`src/hw/rtl/psg_pkg.sv`:
```
// ----------------------------------------------------------------------------
// psg_pkg
// Types, register numbers and the level table of the sound generator.
// ----------------------------------------------------------------------------
package psg_pkg;

	localparam logic [3:0] REG_ENABLE = 4'd7;
	localparam logic [3:0] REG_NOISE  = 4'd6;
	localparam logic [3:0] REG_ENV_LO = 4'd11;
	localparam logic [3:0] REG_ENV_HI = 4'd12;
	localparam logic [3:0] REG_SHAPE  = 4'd13;

	localparam logic [16:0] NOISE_TAPS = 17'h24000;

	// 1.5 dB steps, entry 0 silent
	localparam logic [7:0] LEVEL_ROM [32] = '{
		8'd0,   8'd1,   8'd2,   8'd2,   8'd2,   8'd3,   8'd3,   8'd4,
		8'd5,   8'd6,   8'd7,   8'd8,   8'd10,  8'd11,  8'd14,  8'd16,
		8'd19,  8'd23,  8'd27,  8'd32,  8'd38,  8'd45,  8'd54,  8'd64,
		8'd76,  8'd90,  8'd108, 8'd128, 8'd152, 8'd181, 8'd215, 8'd255
	};

	typedef enum logic [12:0] {
		ST_IDLE   = 13'b0000000000001,
		ST_WR     = 13'b0000000000010,
		ST_PRE    = 13'b0000000000100,
		ST_NSEG   = 13'b0000000001000,
		ST_VLOOP  = 13'b0000000010000,
		ST_VFIN   = 13'b0000000100000,
		ST_NSTEP  = 13'b0000001000000,
		ST_ENV    = 13'b0000010000000,
		ST_ELOOP  = 13'b0000100000000,
		ST_EFIN   = 13'b0001000000000,
		ST_EAPPLY = 13'b0010000000000,
		ST_MIX    = 13'b0100000000000,
		ST_OUT    = 13'b1000000000000
	} state_t;

	typedef struct packed {
		logic       load;
		logic       wr;
		logic       pre;
		logic       nseg;
		logic       vstep;
		logic       vfin;
		logic       nstep;
		logic       env;
		logic       estep;
		logic       efin;
		logic       eapply;
		logic       mix;
		logic [1:0] mix_idx;
		logic       out_load;
	} cmd_t;

	typedef struct packed {
		logic shape_wr;
		logic vbusy;
		logic seg_last;
		logic env_go;
		logic env_more;
		logic out_free;
	} stat_t;

	function automatic logic [7:0] level(input logic [4:0] idx);
		return LEVEL_ROM[idx];
	endfunction

endpackage

```
`src/hw/rtl/psg_ctrl.sv`:
```
// ----------------------------------------------------------------------------
// psg_ctrl
// Sequencer: steps the datapath through a register write or one sample.
// ----------------------------------------------------------------------------
module psg_ctrl (
	input  logic              clk,
	input  logic              arst_n,
	input  logic              in_valid,
	input  logic              kind,
	output logic              in_ready,
	input  psg_pkg::stat_t    stat,
	output psg_pkg::cmd_t     cmd
);

	psg_pkg::state_t state_q, state_d;
	logic            kind_q;
	logic [1:0]      mix_q;

	always_comb begin
		cmd      = '0;
		state_d  = state_q;
		in_ready = (state_q == psg_pkg::ST_IDLE);
		cmd.mix_idx = mix_q;
		case (state_q)
			psg_pkg::ST_IDLE: begin
				if (in_valid) begin
					cmd.load = 1'b1;
					state_d  = kind ? psg_pkg::ST_PRE : psg_pkg::ST_WR;
				end
			end
			psg_pkg::ST_WR: begin
				cmd.wr  = 1'b1;
				state_d = stat.shape_wr ? psg_pkg::ST_EAPPLY : psg_pkg::ST_IDLE;
			end
			psg_pkg::ST_PRE: begin
				cmd.pre = 1'b1;
				state_d = psg_pkg::ST_NSEG;
			end
			psg_pkg::ST_NSEG: begin
				cmd.nseg = 1'b1;
				state_d  = psg_pkg::ST_VLOOP;
			end
			psg_pkg::ST_VLOOP: begin
				// one carry step per cycle until every tone counter is positive
				cmd.vstep = 1'b1;
				if (!stat.vbusy) state_d = psg_pkg::ST_VFIN;
			end
			psg_pkg::ST_VFIN: begin
				cmd.vfin = 1'b1;
				state_d  = psg_pkg::ST_NSTEP;
			end
			psg_pkg::ST_NSTEP: begin
				cmd.nstep = 1'b1;
				state_d   = stat.seg_last ? psg_pkg::ST_ENV : psg_pkg::ST_NSEG;
			end
			psg_pkg::ST_ENV: begin
				cmd.env = 1'b1;
				state_d = stat.env_go ? psg_pkg::ST_ELOOP : psg_pkg::ST_MIX;
			end
			psg_pkg::ST_ELOOP: begin
				cmd.estep = 1'b1;
				if (!stat.env_more) state_d = psg_pkg::ST_EFIN;
			end
			psg_pkg::ST_EFIN: begin
				cmd.efin = 1'b1;
				state_d  = psg_pkg::ST_EAPPLY;
			end
			psg_pkg::ST_EAPPLY: begin
				cmd.eapply = 1'b1;
				state_d    = kind_q ? psg_pkg::ST_MIX : psg_pkg::ST_IDLE;
			end
			psg_pkg::ST_MIX: begin
				cmd.mix = 1'b1;
				if (mix_q == 2'd2) state_d = psg_pkg::ST_OUT;
			end
			psg_pkg::ST_OUT: begin
				// hold until the output register is free
				if (stat.out_free) begin
					cmd.out_load = 1'b1;
					state_d      = psg_pkg::ST_IDLE;
				end
			end
			default: state_d = psg_pkg::ST_IDLE;
		endcase
	end

	always_ff @(posedge clk or negedge arst_n) begin
		if (!arst_n) begin
			state_q <= psg_pkg::ST_IDLE;
			kind_q  <= 1'b0;
			mix_q   <= 2'd0;
		end else begin
			state_q <= state_d;
			if (cmd.load) kind_q <= kind;
			if (cmd.mix) mix_q <= mix_q + 2'd1;
			else mix_q <= 2'd0;
		end
	end

endmodule

```
`src/hw/rtl/psg_dp.sv`:
```
// ----------------------------------------------------------------------------
// psg_dp
// Datapath: sound registers, tone/noise/envelope counters, mixer and output.
// ----------------------------------------------------------------------------
module psg_dp #(
	parameter int U = 2
) (
	input  logic           clk,
	input  logic           arst_n,
	input  psg_pkg::cmd_t  cmd,
	input  logic [3:0]     reg_addr,
	input  logic [7:0]     reg_data,
	input  logic           out_ready,
	output psg_pkg::stat_t stat,
	output logic           out_valid,
	output logic [7:0]     sample
);

	localparam int TCW = $clog2(4096 + 4 * U) + 2;
	localparam int NCW = $clog2(32 + 4 * U) + 2;
	localparam int ECW = $clog2(65536 + 4 * U) + 2;
	localparam int LW  = $clog2(U + 1);

	localparam logic signed [TCW-1:0] TU = TCW'(U);
	localparam logic signed [NCW-1:0] NU = NCW'(U);
	localparam logic signed [ECW-1:0] EU = ECW'(U);
	localparam logic [LW-1:0]         LU = LW'(U);

	logic [7:0]               regs_q [16];
	logic [11:0]              tp_q   [3];
	logic signed [TCW-1:0]    tc_q   [3];
	logic [2:0]               tl_q;
	logic [31:0]              acc_q  [3];
	logic [4:0]               np_q;
	logic signed [NCW-1:0]    nc_q;
	logic                     nl_q;
	logic [16:0]              ns_q;
	logic [15:0]              ep_q;
	logic signed [ECW-1:0]    ec_q;
	logic signed [6:0]        es_q;
	logic                     hold_q, alt_q, holding_q;
	logic [4:0]               att_q;
	logic [7:0]               vol_q  [3];
	logic [2:0]               vmode_q;
	logic [7:0]               evol_q;
	logic [LW-1:0]            left_q, ne_q;
	logic [31:0]              sum_q;
	logic                     ovalid_q;
	logic [3:0]               addr_q;
	logic [7:0]               data_q;
	logic [7:0]               sample_q;

	logic [7:0]               en;
	logic [2:0]               weigh;
	logic [11:0]              tpe    [3];
	logic signed [TCW-1:0]    tps    [3];
	logic signed [TCW-1:0]    t_c1   [3];
	logic [7:0]               fine_b [3];
	logic [3:0]               coarse_b [3];
	logic [11:0]              tnp    [3];
	logic signed [TCW-1:0]    t_sum  [3];
	logic signed [TCW-1:0]    t_res  [3];
	logic [4:0]               nnew, npe;
	logic signed [NCW-1:0]    n_sum, n_res, n_cut;
	logic [LW-1:0]            ne_c;
	logic [15:0]              enp, enew, epe;
	logic signed [ECW-1:0]    e_sum, e_res, epe_s;
	logic [7:0]               ev;
	logic [31:0]              acc_sel;
	logic [7:0]               vol_sel;
	logic [31:0]              prod;

	always_comb begin
		en = regs_q[psg_pkg::REG_ENABLE];
		for (int v = 0; v < 3; v++) begin
			weigh[v]    = nl_q | en[3+v];
			tpe[v]      = (tp_q[v] == 12'd0) ? 12'd1 : tp_q[v];
			tps[v]      = $signed(TCW'(tpe[v]));
			t_c1[v]     = tc_q[v] + tps[v];
			fine_b[v]   = (addr_q == 4'(2 * v)) ? data_q : regs_q[4'(2 * v)];
			coarse_b[v] = (addr_q == 4'(2 * v + 1)) ? data_q[3:0] : regs_q[4'(2 * v + 1)][3:0];
			tnp[v]      = {coarse_b[v], fine_b[v]};
			if (tnp[v] == 12'd0) tnp[v] = 12'd1;
			t_sum[v]    = tc_q[v] + $signed(TCW'(tnp[v])) - $signed(TCW'(tp_q[v]));
			t_res[v]    = (t_sum[v] <= 0) ? TCW'(1) : t_sum[v];
		end

		nnew  = (data_q[4:0] == 5'd0) ? 5'd1 : data_q[4:0];
		npe   = (np_q == 5'd0) ? 5'd1 : np_q;
		n_sum = nc_q + $signed(NCW'(nnew)) - $signed(NCW'(np_q));
		n_res = (n_sum <= 0) ? NCW'(1) : n_sum;
		ne_c  = (nc_q < $signed(NCW'(left_q))) ? nc_q[LW-1:0] : left_q;
		n_cut = nc_q - $signed(NCW'(ne_q));

		enp   = {(addr_q == psg_pkg::REG_ENV_HI) ? data_q : regs_q[psg_pkg::REG_ENV_HI],
		         (addr_q == psg_pkg::REG_ENV_LO) ? data_q : regs_q[psg_pkg::REG_ENV_LO]};
		enew  = (enp == 16'd0) ? 16'd1 : enp;
		e_sum = ec_q + $signed(ECW'(enew)) - $signed(ECW'(ep_q));
		e_res = (e_sum <= 0) ? ECW'(1) : e_sum;
		epe   = (ep_q == 16'd0) ? 16'd1 : ep_q;
		epe_s = $signed(ECW'(epe));
		ev    = psg_pkg::level(es_q[4:0] ^ att_q);

		case (cmd.mix_idx)
			2'd1: begin
				acc_sel = acc_q[1];
				vol_sel = vol_q[1];
			end
			2'd2: begin
				acc_sel = acc_q[2];
				vol_sel = vol_q[2];
			end
			default: begin
				acc_sel = acc_q[0];
				vol_sel = vol_q[0];
			end
		endcase
		prod = acc_sel * 32'(vol_sel);

		stat.shape_wr = (addr_q == psg_pkg::REG_SHAPE);
		stat.vbusy    = (tc_q[0] <= 0) || (tc_q[1] <= 0) || (tc_q[2] <= 0);
		stat.seg_last = (left_q == ne_q);
		stat.env_go   = !holding_q && ((ec_q - EU) <= 0);
		stat.env_more = ((ec_q + epe_s) <= 0);
		stat.out_free = !ovalid_q || out_ready;
	end

	// payload registers
	always_ff @(posedge clk) begin
		if (cmd.load) begin
			addr_q <= reg_addr;
			data_q <= reg_data;
		end
		if (cmd.nseg) ne_q <= ne_c;
		if (cmd.out_load) sample_q <= (|sum_q[31:9]) ? 8'hff : sum_q[8:1];
	end

	always_ff @(posedge clk or negedge arst_n) begin
		if (!arst_n) begin
			for (int i = 0; i < 16; i++) regs_q[i] <= 8'd0;
			for (int v = 0; v < 3; v++) begin
				tp_q[v]  <= '0;
				tc_q[v]  <= '0;
				acc_q[v] <= '0;
				vol_q[v] <= '0;
			end
			tl_q      <= '0;
			vmode_q   <= '0;
			np_q      <= '0;
			nc_q      <= '0;
			nl_q      <= 1'b0;
			ns_q      <= '0;
			ep_q      <= '0;
			ec_q      <= '0;
			es_q      <= '0;
			hold_q    <= 1'b0;
			alt_q     <= 1'b0;
			holding_q <= 1'b0;
			att_q     <= '0;
			evol_q    <= '0;
			left_q    <= '0;
			sum_q     <= '0;
			ovalid_q  <= 1'b0;
		end else begin
			if (cmd.wr) begin
				case (addr_q) inside
					4'd1, 4'd3, 4'd5, psg_pkg::REG_SHAPE: regs_q[addr_q] <= {4'd0, data_q[3:0]};
					psg_pkg::REG_NOISE, 4'd8, 4'd9, 4'd10: regs_q[addr_q] <= {3'd0, data_q[4:0]};
					default: regs_q[addr_q] <= data_q;
				endcase
				for (int v = 0; v < 3; v++) begin
					if (addr_q[3:1] == 3'(v)) begin
						tp_q[v] <= tnp[v];
						tc_q[v] <= t_res[v];
					end
					if (addr_q == 4'(8 + v)) begin
						vmode_q[v] <= data_q[4];
						if (data_q[4]) vol_q[v] <= evol_q;
						else if (data_q[3:0] == 4'd0) vol_q[v] <= psg_pkg::level(5'd0);
						else vol_q[v] <= psg_pkg::level({data_q[3:0], 1'b1});
					end
				end
				if (addr_q == psg_pkg::REG_NOISE) begin
					np_q <= nnew;
					nc_q <= n_res;
				end
				if (addr_q == psg_pkg::REG_ENV_LO || addr_q == psg_pkg::REG_ENV_HI) begin
					ep_q <= enew;
					ec_q <= e_res;
				end
				if (addr_q == psg_pkg::REG_SHAPE) begin
					att_q <= data_q[2] ? 5'h1f : 5'h00;
					if (!data_q[3]) begin
						hold_q <= 1'b1;
						alt_q  <= data_q[2];
					end else begin
						hold_q <= data_q[0];
						alt_q  <= data_q[1];
					end
					ec_q      <= $signed(ECW'(ep_q));
					es_q      <= 7'sd31;
					holding_q <= 1'b0;
				end
			end

			if (cmd.pre) begin
				// carry silent or disabled voices across the sample
				for (int v = 0; v < 3; v++) begin
					if ((en[v] || regs_q[4'(8 + v)] == 8'd0) && tc_q[v] <= TU)
						tc_q[v] <= tc_q[v] + TU;
					if (en[v]) tl_q[v] <= 1'b1;
					acc_q[v] <= '0;
				end
				if (en[5:3] == 3'b111 && nc_q <= NU) nc_q <= nc_q + NU;
				left_q <= LU;
				sum_q  <= '0;
			end

			if (cmd.nseg) begin
				for (int v = 0; v < 3; v++) begin
					if (weigh[v] && tl_q[v]) acc_q[v] <= acc_q[v] + 32'(tc_q[v]);
					tc_q[v] <= tc_q[v] - $signed(TCW'(ne_c));
				end
			end

			if (cmd.vstep) begin
				for (int v = 0; v < 3; v++) begin
					if (tc_q[v] <= 0) begin
						if (t_c1[v] > 0) begin
							tc_q[v] <= t_c1[v];
							tl_q[v] <= ~tl_q[v];
							if (weigh[v] && !tl_q[v]) acc_q[v] <= acc_q[v] + 32'(tpe[v]);
						end else begin
							// a full period passes in this step: level unchanged, one high half
							tc_q[v] <= t_c1[v] + tps[v];
							if (weigh[v]) acc_q[v] <= acc_q[v] + 32'(tpe[v]);
						end
					end
				end
			end

			if (cmd.vfin) begin
				for (int v = 0; v < 3; v++)
					if (weigh[v] && tl_q[v]) acc_q[v] <= acc_q[v] - 32'(tc_q[v]);
			end

			if (cmd.nstep) begin
				left_q <= left_q - ne_q;
				if (n_cut <= 0) begin
					if (ns_q[1] ^ ns_q[0]) nl_q <= ~nl_q;
					ns_q <= (ns_q[0] ? (ns_q ^ psg_pkg::NOISE_TAPS) : ns_q) >> 1;
					nc_q <= n_cut + $signed(NCW'(npe));
				end else begin
					nc_q <= n_cut;
				end
			end

			if (cmd.env && !holding_q) ec_q <= ec_q - EU;

			if (cmd.estep) begin
				es_q <= es_q - 7'sd1;
				ec_q <= ec_q + epe_s;
			end

			if (cmd.efin && es_q[6]) begin
				if (hold_q) begin
					if (alt_q) att_q <= att_q ^ 5'h1f;
					holding_q <= 1'b1;
					es_q      <= 7'sd0;
				end else begin
					if (alt_q && es_q[5]) att_q <= att_q ^ 5'h1f;
					es_q <= {2'b00, es_q[4:0]};
				end
			end

			if (cmd.eapply) begin
				evol_q <= ev;
				for (int v = 0; v < 3; v++)
					if (vmode_q[v]) vol_q[v] <= ev;
			end

			if (cmd.mix) sum_q <= sum_q + prod;

			if (cmd.out_load) ovalid_q <= 1'b1;
			else if (out_ready) ovalid_q <= 1'b0;
		end
	end

	assign out_valid = ovalid_q;
	assign sample    = sample_q;

endmodule

```
`src/hw/rtl/programmable_sound_generator.sv`:
```
// ----------------------------------------------------------------------------
// programmable_sound_generator
// Three square-wave voices with noise and envelope, one sample a sample request.
// ----------------------------------------------------------------------------
// A request with kind 0 writes one of the 16 sound registers; a write of the
// envelope shape also passes the envelope apply state. A request with kind 1
// produces one 8-bit sample, made of noise segments: each one passes the
// segment, tone carry loop, finish and noise step states, as the tone counters
// carry one period step per cycle; the envelope, when due, advances one step
// per cycle, and the three voices share one multiplier, taken in turn in the
// mix state. A full output register holds the sequencer until it frees. The
// next request is taken while a sample waits in the output register.
module programmable_sound_generator #(
	parameter int UNITS_PER_SAMPLE = 2
) (
	input  logic       clk,
	input  logic       arst_n,
	input  logic       in_valid,
	output logic       in_ready,
	input  logic       kind,
	input  logic [3:0] reg_addr,
	input  logic [7:0] reg_data,
	output logic       out_valid,
	input  logic       out_ready,
	output logic [7:0] sample
);

	psg_pkg::cmd_t  cmd;
	psg_pkg::stat_t stat;

	psg_ctrl u_ctrl (
		.clk      (clk),
		.arst_n   (arst_n),
		.in_valid (in_valid),
		.kind     (kind),
		.in_ready (in_ready),
		.stat     (stat),
		.cmd      (cmd)
	);

	psg_dp #(
		.U (UNITS_PER_SAMPLE)
	) u_dp (
		.clk       (clk),
		.arst_n    (arst_n),
		.cmd       (cmd),
		.reg_addr  (reg_addr),
		.reg_data  (reg_data),
		.out_ready (out_ready),
		.stat      (stat),
		.out_valid (out_valid),
		.sample    (sample)
	);

endmodule

```
`config.mk`:
```
export PLATFORM = sky130hd
export DESIGN_NAME = programmable_sound_generator
export DESIGN_NICKNAME = d
export VERILOG_FILES = /design/src/hw/rtl/psg_pkg.sv /design/src/hw/rtl/psg_ctrl.sv /design/src/hw/rtl/psg_dp.sv /design/src/hw/rtl/programmable_sound_generator.sv
export SDC_FILE = /design/constraint.sdc
export NUM_CORES = 2
export LEC_CHECK = 0
export ABC_AREA = 0
export BUFFER_PORTS_ARGS = -buffer_cell sky130_fd_sc_hd__buf_2
export CORE_MARGIN = 5
export CORE_UTILIZATION = 40
export DETAILED_ROUTE_END_ITERATION = 16
export SYNTH_ARGS = -nofsm -noshare
export SYNTH_HDL_FRONTEND = slang
export SYNTH_HIERARCHICAL = 1
export SYNTH_SLANG_ARGS = --single-unit
```
`constraint.sdc`:
```
create_clock -name clk -period 9.8 [get_ports clk]
set_clock_uncertainty 0.05 [all_clocks]
set_input_delay 0.98 -clock clk [delete_from_list [all_inputs] [get_ports clk]]
set_output_delay 0.98 -clock clk [all_outputs]
set_load 0.01 [all_outputs]
```
# After elaboration in Yosys (flattened, before gate mapping)
# Memory sizes are Yosys's and may differ from the RTL's.
# Cells that the tools add are included.
# W data, S select, Z words.
dict set report word_totals {
  romBits 512
  reg_bits 494
  input_bits 17
  memories 2
  wordCells 392
}
# memory depth width read_ports rd_ports_with_merged_regs write_ports line
set mem_list {}
lappend mem_list {{(no name shown)} 32 8 1 0 0 psg_pkg.sv:66} ;# return LEVEL_ROM[idx];
lappend mem_list {{(no name shown)} 32 8 1 0 0 psg_pkg.sv:66}
dict set report classes {
  multipliers 1
  n_mux 159
  magnitude_cmp 23
  add_sub_neg 42
  eq_ne 37
  n_reduce_logical 59
  bitwise 14
}
# cell n
set ops {}
lappend ops {{$mux W32} 20}
lappend ops {{$bwmux W128} 3}
lappend ops {{$mux W96} 4}
lappend ops {{$mux W128} 2}
lappend ops {{$mux W15} 16}
lappend ops {{$mux W8} 26}
lappend ops {{$mux W45} 4}
lappend ops {{$pmux W13 S13} 1}
lappend ops {{$add A15 B13 Y15} 9}
lappend ops {{$add A32 B32 Y32} 4}
lappend ops {{$mux W19} 6}
lappend ops {{$add A32 B12 Y32} 3}
lappend ops {{$mux W12} 8}
lappend ops {{$sub A32 B32 Y32} 3}
lappend ops {{$le A15 B1 Y1 const B} 6}
lappend ops {{$logic_not A12 Y1} 6}
lappend ops {{$mux W13} 5}
lappend ops {{$le A32 B1 Y1 const B} 2}
lappend ops {{$pmux W32 S2} 1}
lappend ops {{$mux W5} 10}
lappend ops {{$mux W24} 2}
lappend ops {{$add A15 B3 Y15 const B} 3}
lappend ops {{$gt A15 B1 Y1 const B} 3}
lappend ops {{$le A15 B3 Y1 const B} 3}
lappend ops {{other kinds (79)} 185}

# Depth between registers and ports, before layout
dict set report depth {
  word_depth 15
  ltp_mapped 30
  depth_no_buf 27
}

# Modules after synthesis
# The synthesis kept the hierarchy.
# mod area_per_inst_um2 cells_each n_inst seq_area_each_um2
set by_module_without_submodules {}
lappend by_module_without_submodules {psg_dp 52291.4 6603 1 10319.9}
lappend by_module_without_submodules {psg_ctrl 1004.7 102 1 401.6}

# Worst setup path after synthesis
# No wires, ideal clock.
dict set report synth_path {
  kind {flip-flop to flip-flop}
  startpoint {register u_ctrl.mix_q[0]}
  endpoint {register u_dp.sum_q[23]}
  arrival_time_ns 6.902
  slack_ns 2.728
  stages_incl_launch_ff 28
  path_cell_list {dfrtp_1 inv_1 ha_1 clkbuf_1 clkbuf_1 clkbuf_1 buf_1 clkbuf_1 o21a_1 nor2_1 fa_1 inv_1 fa_1 fa_1 inv_1 fa_1 ha_1 o21a_1 o211ai_1 o31ai_1 a41oi_1 o21ai_0 a21o_1 a21o_1 a21oi_1 nor2b_1 or3_1 a31o_2}
}
dict set report synth_via {
  elab_chain_len 5
  word_cells_on_any_way 7
  classes_between {add/sub: 1; mul: 1; eq/ne: 2; mux: 3}
}
# element line
set synth_lines {}
lappend synth_lines {{from (decl)} psg_ctrl.sv:17} ;# logic [1:0] mix_q;
lappend synth_lines {{from (signal assigned)} psg_ctrl.sv:95} ;# if (cmd.mix) mix_q <= mix_q + 2'd1;
lappend synth_lines {{$eq A2 B2 Y1 / $eq A2 B1 Y1 (equally long branches)} psg_dp.sv:104} ;# case (cmd.mix_idx)
lappend synth_lines {{$pmux W32 S2 / $pmux W8 S2 (equally long branches)} psg_dp.sv:104}
lappend synth_lines {{$mul A32 B8 Y32 (*)} psg_dp.sv:118} ;# prod = acc_sel * 32'(vol_sel);
lappend synth_lines {{$add A32 B32 Y32 (*)} psg_dp.sv:282} ;# if (cmd.mix) sum_q <= sum_q + prod;
lappend synth_lines {{$mux W32 (*)} psg_dp.sv:282}
lappend synth_lines {{to (signal assigned)} psg_dp.sv:282}
lappend synth_lines {{to (decl)} psg_dp.sv:47} ;# logic [31:0] sum_q;
# Mark *: on every way between the ends. The rest lies on a longest branch, timed or not.
# A chain may end at the register's enable or synchronous reset.

# Worst setup path in the final report
dict set report layout_path {
  startpoint {register u_ctrl.mix_q[0]}
  endpoint {register u_dp.sum_q[31]}
}
# Same word-level chain as after synthesis.

==> out/metrics.csv <==
metric,value,unit
hpwl,140,mm
synthCells,6705,
synth_ff_type,dfrtp_1,
drtPass1Iterations,6,
die_h,375,um
synth_area_leaders,"dfrtp_1, ha_1, fa_1",
finalSetupViolCount,0,
postCtsSetupBuffers,0,
synth_seq_cells,424,
ys_warn_count,6,
drt-total-wl,182,mm
antenna_left,0,
reg2reg_depth,23,
grt_pass1_vias,47900,
ff2ff_setup_slack,2.18,ns
crit_fanout,109,
wl_per_cell,21.9,um
die_x,375,um
worst_pin_slew,1.31,ns
wl_met3,11.6,mm
grt_pass1_wl,284,mm
cts_hold_buf,0,
grt_util_all_layers,0.251,
leakagePower,25.4,nW
avgSynthCellArea,7.95,um^2
layout_commonest_cell,nand2_1,
power.share.combinational,0.689,
setup_tns,0,ns
critPathArrivalTime,8.12,ns
finalCriticalPeriod,7.62,ns
areaGrowthSynthToFinish,6.98,%
status,"complete, no violations",
routabilityCongestion,0.951,
synth_area,53300,um^2
wl_met1,82.7,mm
synth_top_cell_area_share,0.188,
seq_area_frac_synth,0.201,
drive_gt1_frac,0.0575,
setup.worst_path.start_class,flop,
hold-worst-slack,0.243,ns
met2_length,82.2,mm
hold_viol,0,
min_period_over_period,0.777,
crit_type,flop to flop,
worstPathRequired,10.30,ns
vias,49700,
initial_core_util,0.401,
slowest_delay,0.90,ns
cp_cell_sequence,inv_1 > ha_4 > nor2_1 > a21oi_1 > inv_1 > nand2_1 > fa_1 > fa_1 > fa_1 > fa_1 > inv_1 > ha_1 > o21ai_0 > o21a_1 > o31ai_1 > a41oi_1 > o21ai_0 > a21oi_1 > o21ai_0 > a21o_1 > a21oi_1 > xnor2_1 > a21o_1,
grt_overflow_total,0,
worstHoldPathType,input port to async pin,
crit_top_cell,fa_1,
fp-row-count,134,
syn_nets,7469,
die-area,141000,um^2
io_buffers,26,
p_switching,8.55,mW
num_io_pins,27,
ctsRootBufferMaster,clkbuf_16,
cts.sinks,424,
synth-async-reset-ratio,0.948,
routed.top_layer,met4,
fillers,13400,
drv_cap,0,
p_per_area,287,nW/um^2
htree_levels,2,
cts_tree,done,
post_cts_resized,0,
yosysTopAreaCell,dfrtp_1,
maxSlewViolCount,0,
p_int,7.83,mW
clkSlewWorstSetupHoldPaths,0.06,ns
routed_via_density,5.97,
swShare,0.522,
end_kind,flop,
grt_start_max_net_pins,110,
core_area,133000,um^2
seqPwrFrac,0.171,
antenna_found_initial,2,
p_clk_frac,0.140,
fin_nets,7270,
slew_headroom,0.122,
irDropWorstVdd,0.194,mV
drtIter0Drc,4196,
route.detailed.drc,0,
cp_slowest_cell,ha_4,
rsz0062_at_grt,false,
cts_made_buffers,57,
synthDistinctLibCells,98,
cts_buffer_depth,3,
final_cell_mix,"nand2_1, inv_1, nor2_1",
synth-edff-count,22,
fmax,0.131,GHz
clock_latency,0.71,ns
## power by group through the flow
stage	logic, mW	registers (mW)	clock network, mW
2_1_floorplan	8.45	2.44	0
3_3_place_gp	10.9	2.80	0
3_5_place_dp	11.0	2.80	0
4_1_cts	11.1	2.77	2.36
5_1_grt	12.5	2.83	2.42
6_report	11.3	2.80	2.29
## worst max-delay path, delay by kind of cell (launching register included)
kind / cells / cell delay (ns)
AOI/OAI and AO/OA: 11 / 3.11
xor gates and xnor gates: 1 / 0.13
adders and majority gates: 6 / 3.27
buffers and inverters: 3 / 0.28
DFF: 1 / 0.39
and+or+nand+nor: 2 / 0.23
## area by class of cell
cell class,count,area [um^2],share of cell area
antenna,1,2.50,0.0000439
multi-input combinational,5324,39000,0.685
clock buffer,72,1570,0.0276
timing repair buffer,111,778,0.0136
clock inverter,35,474,0.00832
inverter,588,2210,0.0387
tap,1768,2210,0.0388
sequential,424,10700,0.188
## worst paths after layout
path	from	endpoint
min in group clk	reg_data[5]	u_dp/data_q[5]
setup / recovery	u_ctrl/mix_q[0]	u_dp/sum_q[31]
setup reg to reg	u_ctrl/mix_q[0]	u_dp/sum_q[31]
hold reg to reg	u_dp/regs_q[113]	u_dp/regs_q[113]
hold / removal	arst_n	u_dp/tc_q[42]
max in group asynchronous	arst_n	u_dp/acc_q[50]
## per-layer routing
| metal | track usage | vias to the layer above |
|---|---|---|
| li1 | - | 23500 |
| met1 | 0.353 | 24200 |
| met2 | 0.406 | 1786 |
| met3 | 0.0302 | 310 |
| met4 | 0.0743 | 0 |
| met5 | 0 | - |
## cell families after synthesis
| group | Yosys count | share of synthesized area |
|---|---|---|
| AND/OR/NAND/NOR | 2058 | 0.183 |
| AO/OA/AOI/OAI | 1991 | 0.243 |
| buffers and inverters | 957 | 0.0679 |
| adder cells (fa/ha/maj) | 747 | 0.213 |
| flip-flops | 424 | 0.201 |
| XOR/XNOR | 386 | 0.0634 |
| multiplexers | 142 | 0.0283 |
## flip-flops by register name (all words and copies together), names as in the netlist, 13 cells and up
name,count
u_dp/ns_q,14
u_dp/regs_q,52
u_dp/tp_q,36
u_dp/acc_q,96
u_dp/ec_q,19
u_ctrl/state_q,13
u_dp/tc_q,45
u_dp/sum_q,32
u_dp/vol_q,24
u_dp/ep_q,16
## synth_stat cells (115+ instances only)
cell type and instances:
nor3_1 165, inv_1 586, clkbuf_1 340, a21oi_1 455, xnor2_1 271, dfrtp_1 401
nand3_1 159, xor2_1 115, nand2_1 608, a21o_1 121, ha_1 483, nor2_1 566
o21ai_0 491, fa_1 264
## stage by stage
stage / util / area [um^2] / instances / setup slack [ns] / power (mW)
global placement: 0.413 / 55000 / 8215 / 2.40 / 13.7
finish: 0.429 / 57000 / 8323 / 2.18 / 16.4
global route: 0.429 / 57000 / 8322 / 1.66 / 17.7
detailed placement: 0.413 / 55000 / 8215 / 2.23 / 13.8
floorplan: - / 53300 / 6705 / 2.73 / 10.9
CTS: 0.429 / 57000 / 8322 / 2.18 / 16.3
Power figures use the tool's default switching activity.
